[src/sv/gsa_pkg.sv]
package gsa_pkg;

    localparam int MAX_SLOTS_DEF     = 4096;
    localparam int INITIAL_SLOTS_DEF = 64;
    localparam int GEN_WIDTH_DEF     = 16;
    localparam int GROW_FLOOR        = 64;

    localparam logic [1:0] OP_ALLOC = 2'd0;
    localparam logic [1:0] OP_FREE  = 2'd1;
    localparam logic [1:0] OP_CHECK = 2'd2;

    localparam logic [1:0] STS_OK       = 2'd0;
    localparam logic [1:0] STS_FULL     = 2'd1;
    localparam logic [1:0] STS_IGNORED  = 2'd2;
    localparam logic [1:0] STS_OVERFLOW = 2'd3;

    typedef struct packed {
        logic [1:0]  operation;
        logic [11:0] slot_index;
        logic [15:0] handle_generation;
        logic        is_null;
    } t_in_item;

    typedef struct packed {
        logic [11:0] result_index;
        logic [15:0] result_generation;
        logic        handle_ok;
        logic [1:0]  status;
        logic [12:0] allocated_count;
    } t_out_item;

    typedef enum logic [2:0] {
        S_BOOT,
        S_IDLE,
        S_GROW,
        S_ISSUE,
        S_POP,
        S_FIN
    } t_state;

    typedef struct packed {
        logic accept;
        logic grow_start;
        logic grow_step;
        logic rd_stack;
        logic rd_gen_idx;
        logic rd_gen_slot;
        logic finish;
    } t_dp_cmd;

    typedef struct packed {
        logic fc_zero;
        logic cap_max;
        logic grow_done;
        logic out_free;
    } t_dp_stat;

endpackage

[src/sv/gsa_ctrl.sv]
module gsa_ctrl (
    input  logic              i_clk,
    input  logic              i_rst_n,
    input  logic              i_in_valid,
    input  logic [1:0]        i_op,
    input  gsa_pkg::t_dp_stat i_stat,
    output gsa_pkg::t_dp_cmd  o_cmd,
    output logic              o_in_stall
);
    import gsa_pkg::*;

    t_state r_state;
    t_state n_state;
    logic   accept;

    assign accept = (r_state == S_IDLE) && i_in_valid;

    always_ff @(posedge i_clk) begin
        if (!i_rst_n) begin
            r_state <= S_BOOT;
        end else begin
            r_state <= n_state;
        end
    end

    always_comb begin
        n_state = r_state;
        case (r_state)
            S_BOOT: begin
                if (i_stat.grow_done) n_state = S_IDLE;
            end
            S_IDLE: begin
                if (i_in_valid) begin
                    if (i_op == OP_ALLOC) begin
                        if (!i_stat.fc_zero) n_state = S_POP;
                        else if (i_stat.cap_max) n_state = S_FIN;
                        else n_state = S_GROW;
                    end else begin
                        n_state = S_FIN;
                    end
                end
            end
            S_GROW: begin
                if (i_stat.grow_done) n_state = S_ISSUE;
            end
            S_ISSUE: n_state = S_POP;
            S_POP:   n_state = S_FIN;
            S_FIN: begin
                if (i_stat.out_free) n_state = S_IDLE;
            end
            default: n_state = S_BOOT;
        endcase
    end

    always_comb begin
        o_cmd             = '0;
        o_cmd.accept      = accept;
        o_cmd.grow_start  = accept && (i_op == OP_ALLOC) && i_stat.fc_zero && !i_stat.cap_max;
        o_cmd.grow_step   = (r_state == S_BOOT) || (r_state == S_GROW);
        o_cmd.rd_stack    = (r_state == S_ISSUE) ||
                            (accept && (i_op == OP_ALLOC) && !i_stat.fc_zero);
        o_cmd.rd_gen_idx  = accept && ((i_op == OP_FREE) || (i_op == OP_CHECK));
        o_cmd.rd_gen_slot = (r_state == S_POP);
        o_cmd.finish      = (r_state == S_FIN) && i_stat.out_free;
        o_in_stall        = (r_state != S_IDLE);
    end

endmodule

[config.mk]
export PLATFORM = sky130hd
export DESIGN_NAME = gsa_ctrl
export DESIGN_NICKNAME = d
export VERILOG_FILES = /design/src/sv/gsa_pkg.sv /design/src/sv/gsa_ctrl.sv
export SDC_FILE = /design/constraint.sdc
export NUM_CORES = 1
export LEC_CHECK = 0
export BUFFER_PORTS_ARGS = -buffer_cell sky130_fd_sc_hd__buf_2
export CAP_MARGIN = 25
export CORE_AREA = 2 2 39 41
export CTS_BUF_LIST = sky130_fd_sc_hd__clkbuf_16
export CTS_CLUSTER_SIZE = 20
export DETAILED_ROUTE_END_ITERATION = 16
export DIE_AREA = 0 0 41 43
export HOLD_SLACK_MARGIN = 0.05
export PLACE_DENSITY = 0.45
export SKIP_CTS_REPAIR_TIMING = 1
export SYNTH_ARGS = -nofsm -noshare
export SYNTH_HDL_FRONTEND = slang
export SYNTH_SLANG_ARGS = --single-unit
[constraint.sdc]
create_clock -name i_clk -period 1.4 [get_ports i_clk]
set_input_delay 0.14 -clock i_clk [delete_from_list [all_inputs] [get_ports i_clk]]
set_output_delay 0.14 -clock i_clk [all_outputs]
set_load 0.005 [all_outputs]
==> impl_metrics.json, run 1 <==
{
  "outcome": "complete, but fails checks",
  "violations": "negative setup slack",
  "cts_made_buffers": 3,
  "seq_area_frac_synth": 0.202,
  "biggestRegsByFlops": "r_state: 3 flops",
  "nNetsFinal": 69,
  "fin_crit_sh": 1.04,
  "power_mw": 0.686,
  "hold_end": "r_state[2]",
  "hold_class": "input port to register",
  "p_clk_frac": 0.654,
  "seqPwrFrac": 0.142,
  "synthSimpleGateAreaFrac": 0.433,
  "switching_share": 0.221,
  "synthAdderAreaFrac": 0.0420,
  "crit_type": "register to output port",
  "fp.dieH_um": 43,
  "max-vdd-ir-drop_uv": 1160,
  "powerDensity_nw_per_um2": 1390,
  "wirelength_um": 783,
  "ys_top_cells_by_area": "dfxtp_1 (20%), nor3b_1 (7.6%), o311a_1 (6.7%)",
  "antenna_left": 0,
  "synth_edf_count": 0,
  "dr.pass1.iters": 3,
  "grt_max_degree": 12,
  "grt_pass1_wl_mm": 1.13,
  "max_freq_ghz": 0.688,
  "synth_area_sq_um": 298,
  "drive_above_1_share": 0.483,
  "ys_ff_latch": 3,
  "relSlewSlack": 0.839,
  "clk_latency_ns": 0.22,
  "hold_start": "i_rst_n",
  "combPwrFrac": 0.204,
  "top_register": "r_state",
  "timing.rr.start": "r_state[1]",
  "ys_types": 24,
  "initialDrtViolationCount": 8,
  "core_area_sq_um": 1380,
  "post_drt_via_cell_ratio": 4.68,
  "htree_levels": 1,
  "drc": 0,
  "vias": 346,
  "path_clk_slew_ns": 0.03,
  "rr_worst_depth": 4,
  "postSynthAreaPerCell_sq_um": 8.05,
  "finalSetupViolCount": 1,
  "end_kind": "output port",
  "r2r_slack_ns": 0.21,
  "port-buffer-count": 16,
  "crit_fanout": 3,
  "synth_cells": 37,
  "worstPathRequired_ns": 1.26,
  "synth_top_area_frac": 0.202,
  "synth.cells.most_frequent": "inv_1 (4), dfxtp_1 (3), nand2_1 (3), nor3b_1 (3)",
  "clock_tree.root_cell": "clkbuf_16",
  "start_util": 0.215,
  "cts_buffer_depth": 2,
  "largest_register_ff_count": 3,
  "hpwlAfterDp_um": 588,
  "ys_async_sr_fraction": 0,
  "holdWs_ns": 0.177,
  "yosysMostFrequentCell": "inv_1",
  "synth-compound-area-share": 0.181,
  "hold_violations": 0,
  "power.internal_mw": 0.534,
  "synth_xor_area_frac": 0,
  "dieArea_sq_um": 1760,
  "n_antenna_cell": 0,
  "finClkSkew_ns": 0.00143,
  "tightest_slew_ns": 0.239,
  "yosysTopAreaCell": "dfxtp_1",
  "fp.dieW_um": 41,
  "antenna_found_initial": 0,
  "holdPathStages": 2,
  "grt_pass1_vias": 304,
  "cp.arrival_ns": 1.31,
  "grt_usage": 0.103,
  "layout_setup_ws_ns": -0.0544,
  "overflow": 0,
  "ios": 17,
  "wl_per_cell_um": 10.6,
  "synth_top_family_by_area": "simple AND/OR/NAND/NOR gates",
  "layout_min_cycle_time_ns": 1.45,
  "start_kind": "register",
  "num_rows": 14,
  "synthesis.nets": 47,
  "leakagePower_nw": 0.253,
  "clock-sinks": 3,
  "cts_tree": "yes",
  "rsz0062_at_grt": "yes",
  "p_sw_mw": 0.151,
  "area_delta_synth_final_pct": 65.5,
  "slew_viol_final": 0,
  "yosysWarnings": 0,
  "dp_worst_setup_slack_ns": 0.172,
  "routabilityCongestion": 0.695,
  "synth_ff_type": "dfxtp_1",
  "maxCapViolations": 0,
  "synth_mux_area_frac": 0.0504,
  "rr_endpoint": "r_state[2]"
}
## kinds of logic (layout without fill, tap and decap cells)
kind of cell             Yosys count  after routing
AO/OA/AOI/OAI                      7              7
buffers and inverters              6             27
multiplexers                       1              1
flip-flops                         3              3
adder cells (fa/ha/maj)            1              1
AND/OR/NAND/NOR                   19             19
## how the worst max path moves through the flow
stage | start | to | slack, ns
after floorplan | r_state[2] | o_cmd[5] | 0.20
after global placement | r_state[1] | r_state[2] | 0.19
after detailed placement | r_state[2] | o_cmd[5] | 0.17
after CTS | r_state[2] | o_cmd[5] | -0.07
after global routing | r_state[2] | o_cmd[5] | -0.11
final | r_state[2] | o_cmd[5] | -0.05
## per-layer routing
| metal | part of all wire | vias to the layer above | routed length (um) | GRT usage |
|---|---|---|---|---|
| met2 | 0.44 | 13 | 343 | 0.141 |
| met1 | 0.45 | 155 | 355 | 0.109 |
| met3 | 0.065 | 4 | 51 | 0.0314 |
| li1 | - | 174 | - | - |
| met4 | 0.043 | 0 | 34 | 0.120 |
| met5 | 0 | - | 0 | 0 |
## power by group through the flow
stage | Combinational (mW) | Clock (mW) | Sequential [mW]
after floorplan | 0.0819 | 0 | 0.103
after CTS | 0.139 | 0.455 | 0.0976
after global routing | 0.154 | 0.463 | 0.0978
final | 0.140 | 0.448 | 0.0975
after global placement | 0.140 | 0 | 0.0983
after detailed placement | 0.139 | 0 | 0.0988
## layout by cell type, fill, tap and decap left out, types with 2 or more instances in the layout
cell type / n
buf_4: 3
nand2_1: 3
nor3b_1: 3
nor3_1: 2
o311a_1: 2
dfxtp_1: 3
nor2_1: 2
buf_2: 15
a31oi_1: 2
clkbuf_16: 3
inv_1: 5
## worst max-delay path, cell delays in order (launching register included)
cell and delay (ns):
dfxtp_1 0.30, or3b_4 0.41, nor2_4 0.10, and4b_1 0.18, buf_2 0.10
## area by class of cell
class                           count  area, sq um
Tap cell                           16         20.0
Clock inverter                      1         3.75
Inverter                            4         15.0
Timing Repair Buffer               19          109
Sequential cell                     3         60.1
Multi-Input combinational cell     28          210
Clock buffer                        3         75.1
Fill cell                         154          891
## metrics by stage
stage	TNS [ns]	std cells	utilization	area, sq um
floorplan	0	37	-	298
global placement	0	70	0.295	408
detailed placement	0	70	0.295	408
CTS	-0.0766	74	0.352	487
global route	-0.153	74	0.356	493
finish	-0.0544	74	0.356	493
No activity file was read; power rests on OpenSTA's default activity.
==> run 2: changes to the inputs <==
- BUFFER_PORTS_ARGS: -buffer_cell sky130_fd_sc_hd__buf_2 -> -buffer_cell sky130_fd_sc_hd__clkbuf_2
==> run 2 against run 1 <==
The run still ends with negative setup slack left. First-iteration DRC count down 25%. Core utilization unchanged. Critical path type unchanged. Total power up 0.48%. Final cell count unchanged. Sequential cell count stayed put. Die area is the same. Largest power group unchanged. Register-to-register slack is essentially flat. Worst setup slack got worse by 0.0062 ns. Clock power is essentially flat.
==> impl_metrics.json, run 2 (synthesis gave the netlist of run 1 again) <==
{
  "outcome": "complete, but fails checks",
  "violations": "negative setup slack",
  "final_common_cell": "clkbuf_2",
  "top_register": "r_state",
  "place_area_sq_um": 408,
  "maxCapViolations": 0,
  "drc": 0,
  "num_rows": 14,
  "layout_common_cells": "clkbuf_2 (15), inv_1 (5)",
  "cts_made_buffers": 3,
  "cp_slowest_cell": "or3b_4",
  "cts_buffer_depth": 2,
  "multi_input_area_sq_um": 215,
  "cp.arrival_ns": 1.32,
  "end_kind": "output port",
  "dieArea_sq_um": 1760,
  "leakagePower_nw": 0.252,
  "hold_violations": 0,
  "nNetsFinal": 69,
  "power_mw": 0.689,
  "grt_pass1_wl_mm": 1.17,
  "finalSetupViolCount": 2,
  "wl_per_cell_um": 10.4,
  "clock_tree.root_cell": "clkbuf_16",
  "powerDensity_nw_per_um2": 1400,
  "core_area_sq_um": 1380,
  "crit_family": "simple AND/OR/NAND/NOR gates",
  "antenna_found_initial": 0,
  "area_delta_synth_final_pct": 65.5,
  "worst-path-buf-inv": 1,
  "clock-sinks": 3,
  "cts_tree": "yes",
  "nFillCells": 151,
  "post-route-cell-area_sq_um": 493,
  "tightest_slew_ns": 0.184,
  "largest_register_ff_count": 3,
  "antenna_left": 0,
  "crit_fanout": 3,
  "grt_max_degree": 12,
  "wirelength_um": 771,
  "htree_levels": 1,
  "crit_chain": "or3b_4, nor2_4, and4b_1, buf_2",
  "finClkSkew_ns": 0.00386,
  "n_antenna_cell": 0,
  "post_drt_via_cell_ratio": 4.55,
  "overflow": 0,
  "fin_crit_sh": 1.04,
  "layout_setup_ws_ns": -0.0606,
  "fp.dieH_um": 43,
  "max-vdd-ir-drop_uv": 930,
  "port-buffer-count": 16,
  "drive_above_1_share": 0.517,
  "dr.pass1.iters": 3,
  "tns_ns": -0.0721,
  "critPathMaxStageDelay_ns": 0.41,
  "routabilityCongestion": 0.694,
  "start_util": 0.215,
  "start_kind": "register",
  "final_util": 0.356,
  "ios": 17,
  "max_freq_ghz": 0.685,
  "hold_class": "input port to register",
  "rsz0062_at_grt": "yes",
  "layout_min_cycle_time_ns": 1.46,
  "grt_usage": 0.110,
  "slew_viol_final": 0,
  "grt_pass1_vias": 283,
  "hpwlAfterDp_um": 588,
  "vias": 337,
  "fp.dieW_um": 41,
  "crit_type": "register to output port",
  "initialDrtViolationCount": 6,
  "worstPathRequired_ns": 1.26,
  "path_clk_slew_ns": 0.03,
  "relSlewSlack": 0.877,
  "clk_latency_ns": 0.23,
  "biggestRegsByFlops": "r_state: 3 flops",
  "seqCellArea_sq_um": 61.3
}
run 2: cell count changes in the layout (fill, tap and decap cells not counted), sizes merged:
cell    delta
buf       -15
clkbuf    +15
run 2: area by class of cell:
type,count,share of cell area
multi-input combinational,28,0.437
timing repair buffer,19,0.208
clock buffer,3,0.152
sequential,3,0.124
tap,16,0.0406
inverter,4,0.0305
clock inverter,1,0.00761
run 2: path summary, 6_finish.rpt:
check / start / endpoint / slack (ns) / cells after the start
setup / recovery: r_state[2] / o_cmd[5] / -0.06 / 4
hold / removal: i_rst_n / r_state[0] / 0.16 / 2
setup reg to reg: r_state[0] / r_state[0] / 0.21 / 4
hold reg to reg: r_state[2] / r_state[1] / 0.57 / 2
run 2: layer usage:
metal	wire length, um	GRT usage	vias up
li1	-	-	175
met1	368	0.125	143
met2	309	0.128	14
met3	61	0.0628	5
met4	33	0.120	0
met5	0	0	-
run 2: power by group:
part | total [mW] | leakage (nW) | switching (mW) | internal, mW
registers | 0.0981 | 0.0249 | 0.00335 | 0.0948
clock network | 0.451 | 0.0423 | 0.0826 | 0.369
logic | 0.139 | 0.185 | 0.0688 | 0.0706
total | 0.689 | 0.252 | 0.155 | 0.534
run 2: metrics by stage:
stage               hold slack, ns  std cells  setup WS (ns)
floorplan                    0.271         37          0.202
global placement             0.400         70          0.186
detailed placement           0.395         70          0.163
CTS                          0.157         74        -0.0822
global route                 0.163         74         -0.119
finish                       0.156         74        -0.0606
==> run 3: changes to the inputs <==
- PLACE_DENSITY: 0.45 -> 0.47
- SKIP_LAST_GASP: unset -> 1
- clock period: 1.4 -> 1.3 ns (I/O delays scaled with it)
==> run 3 against run 2 <==
The flow still finishes with violations (negative setup slack). Core utilization rose by 0.63 points. Combinational power is 9% higher. Critical path depth stayed put. Sequential cell count is the same. Clock power grew 6.4%. Non-clock buffer count is 1 higher. Sequential power is 9% higher. Worst setup slack got worse by 0.086 ns. Clock skew decreased by 0.0028 ns. Worst hold slack got worse by 0.0060 ns. Total power grew 7.2%.
==> impl_metrics.json, run 3 (synthesis gave the netlist of run 1 again) <==
{
  "start_util": 0.215,
  "path_clk_slew_ns": 0.03,
  "clock_tree.root_cell": "clkbuf_16",
  "crit_start": "r_state[2]",
  "drive_above_1_share": 0.542,
  "nNetsFinal": 70,
  "layout_common_cells": "clkbuf_2 (16), inv_1 (5), buf_4 (4)",
  "hold_violations": 0,
  "fp.dieH_um": 43,
  "port-buffer-count": 16,
  "finalSetupViolCount": 2,
  "timing.rr.start": "r_state[0]",
  "overflow": 0,
  "outcome": "complete, but fails checks",
  "cp.arrival_ns": 1.32,
  "cts_buffer_depth": 2,
  "top_register": "r_state",
  "n_antenna_cell": 0,
  "clock-sinks": 3,
  "hold_start": "i_rst_n",
  "crit_type": "register to output port",
  "largest_register_ff_count": 3,
  "num_rows": 14,
  "worstPathRequired_ns": 1.17,
  "initialDrtViolationCount": 4,
  "biggestRegsByFlops": "r_state: 3 flops",
  "rsz0062_at_grt": "yes",
  "htree_levels": 1,
  "antenna_found_initial": 0,
  "routabilityCongestion": 0.658,
  "seqCellArea_sq_um": 62.6,
  "nFillCells": 152,
  "final_common_cell": "clkbuf_2",
  "hpwlAfterDp_um": 621,
  "cts_made_buffers": 3,
  "violations": "negative setup slack",
  "dp_worst_setup_slack_ns": 0.0757,
  "post_drt_via_cell_ratio": 4.67,
  "cts_tree": "yes",
  "multi_input_area_sq_um": 215,
  "grt_max_degree": 12,
  "layout_setup_ws_ns": -0.146,
  "fp.dieW_um": 41,
  "start_kind": "register",
  "wl_per_cell_um": 10.5,
  "drc": 0,
  "max_freq_ghz": 0.691,
  "max-vdd-ir-drop_uv": 696,
  "ios": 17,
  "hold_class": "input port to register",
  "layout_min_cycle_time_ns": 1.45,
  "end_kind": "output port",
  "tns_ns": -0.242,
  "dieArea_sq_um": 1760,
  "maxCapViolations": 0,
  "grt_usage": 0.109,
  "powerDensity_nw_per_um2": 1470,
  "tightest_slew_ns": 0.185,
  "antenna_left": 0,
  "grt_pass1_wl_mm": 1.17,
  "area_delta_synth_final_pct": 68.5,
  "dr.pass1.iters": 4,
  "finClkSkew_ns": 0.00107,
  "clk_latency_ns": 0.22,
  "leakagePower_nw": 0.260,
  "vias": 350,
  "fin_crit_sh": 1.11,
  "final_util": 0.363,
  "wirelength_um": 789,
  "slew_viol_final": 0,
  "crit_fanout": 3,
  "core_area_sq_um": 1380,
  "grt_pass1_vias": 291,
  "relSlewSlack": 0.876
}
-- run 3: changes by cell type in the layout (fill, tap and decap cells not counted), sizes merged --
cell	change
clkbuf	+1
-- run 3: report_power, final --
group | leakage, nW | total, mW | internal, mW | switching, mW
registers | 0.0252 | 0.107 | 0.103 | 0.00381
clock network | 0.0423 | 0.480 | 0.397 | 0.0832
logic | 0.192 | 0.152 | 0.0773 | 0.0748
total | 0.260 | 0.739 | 0.577 | 0.162
-- run 3: critical path, stage by stage, from the launching register on --
cell and delay (ns):
dfxtp_2 0.31, or3b_4 0.40, nor2_4 0.10, and4b_1 0.18, clkbuf_2 0.10
-- run 3: worst paths after layout --
check / endpoint / slack, ns / cells after the start
worst min-delay path: r_state[0] / 0.15 / 2
worst max-delay path: o_cmd[5] / -0.15 / 4
worst max register to register: r_state[2] / 0.08 / 4
worst min register to register: r_state[1] / 0.56 / 2
-- run 3: metal layers --
layer,vias to the layer above,GRT usage,share of wire
met3,4,0.0471,0.087
met4,0,0.120,0.042
met5,-,0,0
met1,152,0.115,0.43
li1,179,-,-
met2,15,0.144,0.44
-- run 3: cell type report --
type,count,area share
well taps,16,0.0399
multi-input cells,28,0.429
repair buffers,20,0.219
inverters,4,0.0299
flip-flops and latches,3,0.125
clock inverters,1,0.00748
clock buffers,3,0.150
-- run 3: stage by stage --
stage | area, sq um | power [mW] | instances | hold slack [ns]
finish | 502 | 0.739 | 75 | 0.149
global route | 502 | 0.779 | 75 | 0.165
CTS | 494 | 0.750 | 75 | 0.158
detailed placement | 415 | 0.258 | 71 | 0.392
global placement | 415 | 0.259 | 71 | 0.393
floorplan | 298 | 0.199 | 37 | 0.261
